File: src/rtl/ede_pkg.sv
`timescale 1ns / 1ps
`default_nettype none

package ede_pkg;

    localparam int MAX_LEN  = 32;
    localparam int IDX_W    = (MAX_LEN > 1) ? $clog2(MAX_LEN) : 1;
    localparam int CNT_W    = $clog2(MAX_LEN + 1);
    localparam int DIST_W   = 6;
    localparam int DIST_MAX = (1 << DIST_W) - 1;

    typedef enum logic [1:0] {
        REQ_APPEND_A = 2'd0,
        REQ_APPEND_B = 2'd1,
        REQ_COMPUTE  = 2'd2,
        REQ_UNUSED   = 2'd3
    } t_req_type;

    typedef struct packed {
        logic [1:0] req_type;
        logic [7:0] char_in;
    } t_req;

    typedef struct packed {
        logic [DIST_W-1:0] distance;
        logic              overflow;
    } t_rsp;

    function automatic logic [DIST_W-1:0] sat_dist(input logic [CNT_W-1:0] v);
        if (32'(v) > 32'(DIST_MAX)) begin
            return DIST_W'(DIST_MAX);
        end else begin
            return DIST_W'(v);
        end
    endfunction

endpackage

`default_nettype wire

File: src/rtl/ede_cell.sv
`timescale 1ns / 1ps
`default_nettype none

module ede_cell (
    input  wire logic [ede_pkg::CNT_W-1:0] i_up,
    input  wire logic [ede_pkg::CNT_W-1:0] i_left,
    input  wire logic [ede_pkg::CNT_W-1:0] i_diag,
    input  wire logic [7:0]                i_ch_a,
    input  wire logic [7:0]                i_ch_b,
    output logic      [ede_pkg::CNT_W-1:0] o_cell
);
    import ede_pkg::*;

    logic [CNT_W-1:0] min_ul;
    logic [CNT_W-1:0] min_all;

    always_comb begin
        min_ul  = (i_up < i_left) ? i_up : i_left;
        min_all = (i_diag < min_ul) ? i_diag : min_ul;
        if (i_ch_a == i_ch_b) begin
            o_cell = i_diag;
        end else begin
            o_cell = min_all + CNT_W'(1);
        end
    end

endmodule

`default_nettype wire

File: src/rtl/edit_distance_engine.sv
`timescale 1ns / 1ps
`default_nettype none

// Levenshtein distance engine. Append beats (type 0 to string A, type 1 to
// string B) are taken one per cycle; characters past MAX_LEN are dropped and
// raise the overflow flag. A compute beat walks the dynamic-programming table
// one cell per cycle, with a fetch step before each row, through a single
// compare/min/increment unit and keeps one row in a small RAM (no walk when
// either string is empty), then offers the result beat. The block is
// not ready during the walk. After the result is registered both strings and
// the flag are cleared. A request type of 3 is accepted and ignored.
module edit_distance_engine (
    input  wire logic          i_clk,
    input  wire logic          i_rst_n,
    input  wire logic          i_in_valid,
    output logic               o_in_ready,
    input  wire ede_pkg::t_req i_in_data,
    output logic               o_out_valid,
    input  wire logic          i_out_ready,
    output ede_pkg::t_rsp      o_out_data
);
    import ede_pkg::*;

    typedef enum logic [3:0] {
        S_IDLE  = 4'b0001,
        S_FETCH = 4'b0010,
        S_CELL  = 4'b0100,
        S_DONE  = 4'b1000
    } t_state;

    t_state           r_state, n_state;
    logic [CNT_W-1:0] r_count_a, n_count_a;
    logic [CNT_W-1:0] r_count_b, n_count_b;
    logic             r_flag, n_flag;
    logic [CNT_W-1:0] r_i, n_i;
    logic [CNT_W-1:0] r_j, n_j;
    logic [CNT_W-1:0] r_left, n_left;
    logic [CNT_W-1:0] r_diag, n_diag;
    logic [CNT_W-1:0] r_res, n_res;
    logic             r_out_valid, n_out_valid;
    t_rsp             r_out, n_out;

    logic [7:0]       r_str_a [MAX_LEN];
    logic [7:0]       r_str_b [MAX_LEN];
    logic [CNT_W-1:0] r_row   [MAX_LEN];
    logic [7:0]       r_a_rd;
    logic [7:0]       r_b_rd;
    logic [CNT_W-1:0] r_row_rd;

    logic             accept;
    logic             wr_a, wr_b, wr_row;
    logic [IDX_W-1:0] rd_addr;
    logic [IDX_W-1:0] rd_addr_b;
    logic [CNT_W-1:0] i_m1, j_m1;
    logic [CNT_W-1:0] up;
    logic [CNT_W-1:0] dp_val;

    assign o_in_ready  = (r_state == S_IDLE);
    assign accept      = i_in_valid && o_in_ready;
    assign o_out_valid = r_out_valid;
    assign o_out_data  = r_out;

    assign i_m1      = r_i - CNT_W'(1);
    assign j_m1      = r_j - CNT_W'(1);
    assign rd_addr   = (r_state == S_CELL) ? r_i[IDX_W-1:0] : '0;
    assign rd_addr_b = j_m1[IDX_W-1:0];
    assign up        = (r_j == CNT_W'(1)) ? r_i : r_row_rd;

    assign wr_a   = accept && (i_in_data.req_type == REQ_APPEND_A)
                    && (32'(r_count_a) < MAX_LEN);
    assign wr_b   = accept && (i_in_data.req_type == REQ_APPEND_B)
                    && (32'(r_count_b) < MAX_LEN);
    assign wr_row = (r_state == S_CELL);

    ede_cell u_cell (
        .i_up   (up),
        .i_left (r_left),
        .i_diag (r_diag),
        .i_ch_a (r_a_rd),
        .i_ch_b (r_b_rd),
        .o_cell (dp_val)
    );

    always_ff @(posedge i_clk) begin
        if (wr_a) begin
            r_str_a[r_count_a[IDX_W-1:0]] <= i_in_data.char_in;
        end
        r_a_rd <= r_str_a[rd_addr];
    end

    always_ff @(posedge i_clk) begin
        if (wr_b) begin
            r_str_b[r_count_b[IDX_W-1:0]] <= i_in_data.char_in;
        end
        r_b_rd <= r_str_b[rd_addr_b];
    end

    always_ff @(posedge i_clk) begin
        if (wr_row) begin
            r_row[i_m1[IDX_W-1:0]] <= dp_val;
        end
        r_row_rd <= r_row[rd_addr];
    end

    always_comb begin
        n_state     = r_state;
        n_count_a   = r_count_a;
        n_count_b   = r_count_b;
        n_flag      = r_flag;
        n_i         = r_i;
        n_j         = r_j;
        n_left      = r_left;
        n_diag      = r_diag;
        n_res       = r_res;
        n_out_valid = r_out_valid;
        n_out       = r_out;

        if (r_out_valid && i_out_ready) begin
            n_out_valid = 1'b0;
        end

        case (r_state)
            S_IDLE: begin
                if (accept) begin
                    case (i_in_data.req_type)
                        REQ_APPEND_A: begin
                            if (wr_a) begin
                                n_count_a = r_count_a + CNT_W'(1);
                            end else begin
                                n_flag = 1'b1;
                            end
                        end
                        REQ_APPEND_B: begin
                            if (wr_b) begin
                                n_count_b = r_count_b + CNT_W'(1);
                            end else begin
                                n_flag = 1'b1;
                            end
                        end
                        REQ_COMPUTE: begin
                            if ((r_count_a == '0) || (r_count_b == '0)) begin
                                n_res   = r_count_a | r_count_b;
                                n_state = S_DONE;
                            end else begin
                                n_j     = CNT_W'(1);
                                n_state = S_FETCH;
                            end
                        end
                        default: begin
                        end
                    endcase
                end
            end
            S_FETCH: begin
                n_i     = CNT_W'(1);
                n_left  = r_j;
                n_diag  = j_m1;
                n_state = S_CELL;
            end
            S_CELL: begin
                n_left = dp_val;
                n_diag = up;
                if (r_i == r_count_a) begin
                    if (r_j == r_count_b) begin
                        n_res   = dp_val;
                        n_state = S_DONE;
                    end else begin
                        n_j     = r_j + CNT_W'(1);
                        n_state = S_FETCH;
                    end
                end else begin
                    n_i = r_i + CNT_W'(1);
                end
            end
            S_DONE: begin
                if (!r_out_valid || i_out_ready) begin
                    n_out_valid      = 1'b1;
                    n_out.distance   = sat_dist(r_res);
                    n_out.overflow   = r_flag;
                    n_count_a        = '0;
                    n_count_b        = '0;
                    n_flag           = 1'b0;
                    n_state          = S_IDLE;
                end
            end
            default: begin
                n_state = S_IDLE;
            end
        endcase
    end

    always_ff @(posedge i_clk) begin
        if (!i_rst_n) begin
            r_state     <= S_IDLE;
            r_count_a   <= '0;
            r_count_b   <= '0;
            r_flag      <= 1'b0;
            r_out_valid <= 1'b0;
        end else begin
            r_state     <= n_state;
            r_count_a   <= n_count_a;
            r_count_b   <= n_count_b;
            r_flag      <= n_flag;
            r_out_valid <= n_out_valid;
        end
    end

    always_ff @(posedge i_clk) begin
        r_i    <= n_i;
        r_j    <= n_j;
        r_left <= n_left;
        r_diag <= n_diag;
        r_res  <= n_res;
        r_out  <= n_out;
    end

endmodule

`default_nettype wire

File: config.mk
export PLATFORM = sky130hd
export DESIGN_NAME = edit_distance_engine
export DESIGN_NICKNAME = d
export VERILOG_FILES = /design/src/rtl/ede_pkg.sv /design/src/rtl/ede_cell.sv /design/src/rtl/edit_distance_engine.sv
export SDC_FILE = /design/constraint.sdc
export NUM_CORES = 1
export LEC_CHECK = 0
export BUFFER_PORTS_ARGS = -buffer_cell sky130_fd_sc_hd__buf_2
export CAP_MARGIN = 40
export CORE_ASPECT_RATIO = 1.2
export CORE_MARGIN = 2
export CORE_UTILIZATION = 57
export CTS_CLUSTER_DIAMETER = 50
export DETAILED_ROUTE_END_ITERATION = 8
export GPL_ROUTABILITY_DRIVEN = 0
export GPL_TIMING_DRIVEN = 0
export PLACE_DENSITY = 0.81
export SLEW_MARGIN = 40
export SYNTH_ARGS = -nofsm -noshare
export SYNTH_HDL_FRONTEND = slang
export SYNTH_SLANG_ARGS = --single-unit
File: constraint.sdc
create_clock -name i_clk -period 8.8 [get_ports i_clk]
set_input_delay 1.76 -clock i_clk [delete_from_list [all_inputs] [get_ports i_clk]]
set_output_delay 1.76 -clock i_clk [all_outputs]
set_load 0.005 [all_outputs]
# After elaboration in Yosys (flattened, before gate mapping)
# Memory sizes are Yosys's and may differ from the RTL's. A register that Yosys moved wholly into a read port is not among the register bits.
# Index checks and enable logic that the tools add are counted.
# word_totals
register_bits	55
mem_bits_rw	704
inputBits	14
out_inout_bits	9
wordCells	128
n_memories	3
# classes
addsub	7
magnitude_cmp	4
n_eq_ne	26
n_mux	52
bitwise	1
reduce_logical	23
# mem_list
name	depth	width	rd	rd_clocked_by_memory_dff	wr	line_no	source
r_str_a	32	8	1	1	1	edit_distance_engine.sv:43	logic [7:0] r_str_a [MAX_LEN];
r_str_b	32	8	1	1	1	edit_distance_engine.sv:44	logic [7:0] r_str_b [MAX_LEN];
r_row	32	6	1	1	1	edit_distance_engine.sv:45	logic [CNT_W-1:0] r_row [MAX_LEN];
# op_table
cell	count
$mux 6	22
$pmux 6 s2	7
$add 6x1->6 const B	5
$mux 4	6
$ne 2x1->1 const B	9
$reduce_and 6->1	3
$pmux 4 s4	1
$mux 1	13
$eq 6x6->1	2
$logic_not 6->1	2
$lt 6x6->1	2
$lt 6x6->1 const B	2
$reduce_and 5->1	2
$eq 8x8->1	1
$ne 2x2->1 const B	4
$eq 6x1->1 const B	1
$logic_and 1x1->1	6
$ne 3x3->1 const B	2
$or 6x6->6	1
$reduce_bool 2->1	3
$sub 6x1->6 const B	1
$mux 5	1
$sub 5x1->5 const B	1
$eq 4x1->1 const B	1
12 further kinds	15

# Depth between registers and ports, before layout
# depth
word_depth	11
depth_mapped	27
mapped_depth_nobuf	25

# By module
# From an unflattened synthesis, not the netlist that was laid out.
# hier_totals
hier_cells	1918
area_unflattened_um2	31901.8
# by_module_without_submodules
mod	n_inst	cells_each	area_each_um2	seq_area_each_um2
edit_distance_engine	1	1813	31119.8	23052.1
ede_cell	1	105	782.0	0.0

# Worst setup path before layout
# OpenSTA, ideal clock, no wires.
# synth_timing
path_type	reg2reg
startpoint	register r_j[1]
endpoint	memory r_row[0][0] in the netlist's numbering, data pin
setup_ns	0.468
t_arrival_ns	5.608
t_required_ns	8.332
path_slack_ns	2.724
stages_incl_launch_ff	19
n_path_buf	1
period_less_slack_ns	6.076
cell_sequence	edfxtp_1 inv_1 ha_1 nor2b_1 nand2_1 buf_2 mux2_2 ha_1 a21oi_1 o21ai_0 a31oi_2 mux2i_1 ha_1 a211o_1 a311oi_2 a32o_1 a31oi_2 and2_1 o31ai_1
# synth_via
elab_chain_cells	8
# synth_lines
element	line_no	source
start, declared	edit_distance_engine.sv:36	logic [CNT_W-1:0] r_j, n_j;
start signal, assigned	edit_distance_engine.sv:210	r_j <= n_j;
$eq 6x1->1 *	edit_distance_engine.sv:67	assign up = (r_j == CNT_W'(1)) ? r_i : r_row_rd;
$mux 6 *	edit_distance_engine.sv:67	
$lt 6x6->1	ede_cell.sv:18	min_ul = (i_up < i_left) ? i_up : i_left;
$mux 6 *	ede_cell.sv:18	
$lt 6x6->1	ede_cell.sv:19	min_all = (i_diag < min_ul) ? i_diag : min_ul;
$mux 6 *	ede_cell.sv:19	
$add 6x1->6 *	ede_cell.sv:23	o_cell = min_all + CNT_W'(1);
$mux 6 *	ede_cell.sv:20	if (i_ch_a == i_ch_b) begin
via dp_val[0]	edit_distance_engine.sv:56	logic [CNT_W-1:0] dp_val;
end, declared	edit_distance_engine.sv:45	
# The timed path passes the listed nets; every way through them passes the cells marked *.

# Worst setup path in the final report
# layout_timing
startpoint	register r_j[1]
endpoint	memory r_row[29][2] in the netlist's numbering, data pin
# The elaborated chain is that of the path after synthesis.

==> results.py <==
metrics = {
    "sta": {
        "hold_ws_ns": 0.418,
        "max_slew.worst_pin.slew_ns": 0.887,
        "maxSlewHeadroom_pct": 40.9,
        "min_period_over_period_pct": 84.0,
        "setup_violations": 0,
        "drv_slew": 0,
        "grt_setup_unrepaired": "false",
        "fin_crit_ns": 7.39,
        "setup_tns_ns": 0,
        "clock_skew_ns": 0.0251,
        "final-hold-violation-count": 0,
        "max_freq_mhz": 135,
        "finalWorstSetupSlack_ns": 1.41,
    },
    "finish": {
        "antenna_cells": 0,
        "drive_gt1_share_pct": 20.3,
        "fillers": 3692,
        "nets": 2058,
        "syn2layout_area_growth_pct": 11.7,
    },
    "worst_setup_path": {
        "cp.arrival_ns": 7.57,
        "crit_slowest_cell": "a311oi_1",
        "max_stage_delay_ns": 0.63,
        "worstPathRequired_ns": 8.98,
        "worstSetupEndpointType": "flop",
        "crit_path_max_fanout": 32,
        "start_kind": "flop",
        "crit_chain": "inv_1 -> ha_1 -> nor2b_1 -> nand2_1 -> buf_2 -> a21oi_1 -> inv_1 -> ha_1 -> nor3b_1 -> nand3_1 -> a31oi_2 -> mux2i_1 -> ha_1 -> a211o_1 -> a311oi_2 -> a32o_1 -> a31oi_2 -> nor2_1 -> nor2_1 -> ha_1 -> or3b_2 -> a21oi_1 -> a311oi_1 -> nand2_2",
        "path_class": "reg2reg",
        "crit_top_cell": "ha_1",
    },
    "detailed_routing": {
        "postRouteAntennaNets": 0,
        "drt_iter0_drc": 2231,
        "drtPass1Iterations": 6,
        "viasPerCell": 6.58,
        "wl_per_cell_um": 28.1,
        "wl_mm": 78.7,
        "post-route-drc-count": 0,
        "vias": 18500,
    },
    "synthesis": {
        "syn_avg_cell_area_sq_um": 16.9,
        "synth.area.top_cells": "edfxtp_1 (69%), mux4_2 (9.5%), dfxtp_1 (2.5%)",
        "ys_seq_area_share_pct": 71.3,
        "synth-seq-cells": 781,
        "syn_nets": 1952,
        "synth_cell_type_count": 79,
        "synth_edf_count": 741,
        "synth.cell_area_sq_mm": 0.0323,
        "ys_async_sr_fraction_pct": 0,
        "yosys.area.top_type": "edfxtp_1",
        "synth_top_area_share_pct": 68.8,
        "yosysWarningCount": 0,
        "synthCells": 1910,
        "synth_flop_cell": "edfxtp_1",
    },
    "clock_tree": {
        "cts.clk_slew.worst_paths_ns": 0.07,
        "ctsResizeCount": 0,
        "cts.sinks": 781,
        "cts_hold_buf": 0,
        "clkLatencyLatePin_ns": 0.63,
        "clockBufferDepth": 3,
        "ctsRootBufferMaster": "clkbuf_16",
        "cts_inserted_buffers": 76,
        "htreeDepth": 3,
        "postCtsSetupBuffers": 0,
        "cts_tree": "built",
    },
    "power_and_ir_drop": {
        "leakagePower_nw": 11.5,
        "vdd_drop_max_mv": 0.205,
        "power_density_mw_per_mm2": 218,
    },
    "global_route": {
        "grt_pass1_vias": 18700,
        "grt_usage_pct": 27.1,
        "grt_pass1_wl_mm": 117,
        "grt_max_degree": 65,
        "antenna_found_initial": 0,
        "grt_overflow": 0,
    },
    "placement": {
        "hpwl_mm": 50.2,
        "preCtsSetupSlack_ns": 1.68,
        "port_buffers": 22,
    },
    "outcome": {
        "status": "completed",
    },
    "die": {
        "io_pins": 23,
        "core-area_sq_mm": 0.0561,
        "die_area_sq_mm": 0.0587,
        "start_util_pct": 57.7,
        "chipWidth_um": 221,
        "placement_rows": 95,
        "fp.dieH_um": 265,
    },
    "run": {
        "cap_violations": 0,
    },
    "worst_hold_path": {
        "hold_class": "reg2reg",
    },
}
[layout make-up]
| type | count | area (sq um) | share of cell area, % |
|---|---|---|---|
| Buffer | 110 | 528 | 1.46 |
| Sequential cell | 781 | 23100 | 63.8 |
| Timing Repair Buffer | 28 | 189 | 0.523 |
| Multi-Input combinational cell | 997 | 8770 | 24.3 |
| Inverter | 22 | 87.6 | 0.242 |
| Clock inverter | 50 | 567 | 1.57 |
| Tap cell | 727 | 910 | 2.52 |
| Clock buffer | 91 | 2020 | 5.60 |
[cells in the final DEF (no fill, tap or decap), drive strengths merged, types with 40 or more instances in the layout]
cell    netlist  layout
mux2         70      70
o211ai       44      44
o21ai        82      82
dfxtp        40      40
a31oi        62      62
edfxtp      741     741
buf          37      65
nor2        203     203
mux4        136     136
nand2       110     110
clkbuf       72     163
mux2i        62      62
[logic make-up after synthesis]
| family | Yosys count | share of synthesized area (%) |
|---|---|---|
| mux | 268 | 13.8 |
| compound gates | 253 | 5.05 |
| buf+inv | 132 | 1.88 |
| fa+ha+maj | 28 | 1.08 |
| xor+xnor | 42 | 1.14 |
| flops | 781 | 71.3 |
| simple gates | 406 | 5.74 |
[synth_stat cells, drive strengths merged (18+ instances only)]
master	n
xnor2	25
inv	20
mux2	70
a21oi	21
ha	28
mux2i	62
mux4	136
nand3	18
o21ai	82
nor2	203
buf	37
dfxtp	40
clkbuf	72
a31oi	62
nand2	110
edfxtp	741
o211ai	44
[where the power goes]
group	switching [mW]	internal, mW
logic	0.238	0.132
clock network	1.40	1.98
registers	0.0242	4.11
[critical path, delay by kind of cell (launching register included)]
kind	cells	cell delay (ns)
AND/OR/NAND/NOR	8	1.71
AO/OA/AOI/OAI	8	2.69
flip-flops	1	0.52
adder cells (fa/ha/maj)	4	1.09
buffers and inverters	3	0.45
multiplexers	1	0.43
[routing by layer]
layer  track usage (%)  routed length (um)  vias up  part of all wire, %
li1                  -                   -     7750                    -
met1              33.3               28000     9300                   36
met2              46.3               39900     1159                   51
met3              4.50                6380      264                  8.1
met4              15.1                4430        0                  5.6
met5                 0                   0        -                    0
[sequential cells by signal (all words and copies together), names as in the netlist]
register     count
r_b_rd           8
r_row_rd         6
r_count_a        6
r_flag           1
r_left           6
r_res            6
r_diag           6
r_str_b        256
r_count_b        6
r_state          4
r_j              6
r_str_a        256
r_i              6
r_a_rd           8
o_out_data       7
o_out_valid      1
r_row          192
[final timing paths]
kind / depth (start not counted) / slack, ns / endpoint / from
worst max-delay path: 24 / 1.41 / r_row[29][2] / r_j[1]
worst min register to register: 0 / 0.42 / o_out_data[6] / r_res[5]
worst min-delay path: 0 / 0.42 / o_out_data[6] / r_res[5]
worst max register to register: 24 / 1.41 / r_row[29][2] / r_j[1]
[metrics by stage]
| stage | instances | instance area, sq um | utilization, % | total power, mW |
|---|---|---|---|---|
| after floorplan | 1910 | 32300 | - | 4.43 |
| after detailed placement | 2665 | 33500 | 59.7 | 4.58 |
| after global routing | 2806 | 36100 | 64.4 | 8.06 |
| final | 2806 | 36100 | 64.4 | 7.89 |
| after CTS | 2806 | 36100 | 64.3 | 7.90 |
| after global placement | 2659 | 33400 | 59.5 | 4.56 |
Note: power is estimated with default switching activity, not from simulation.
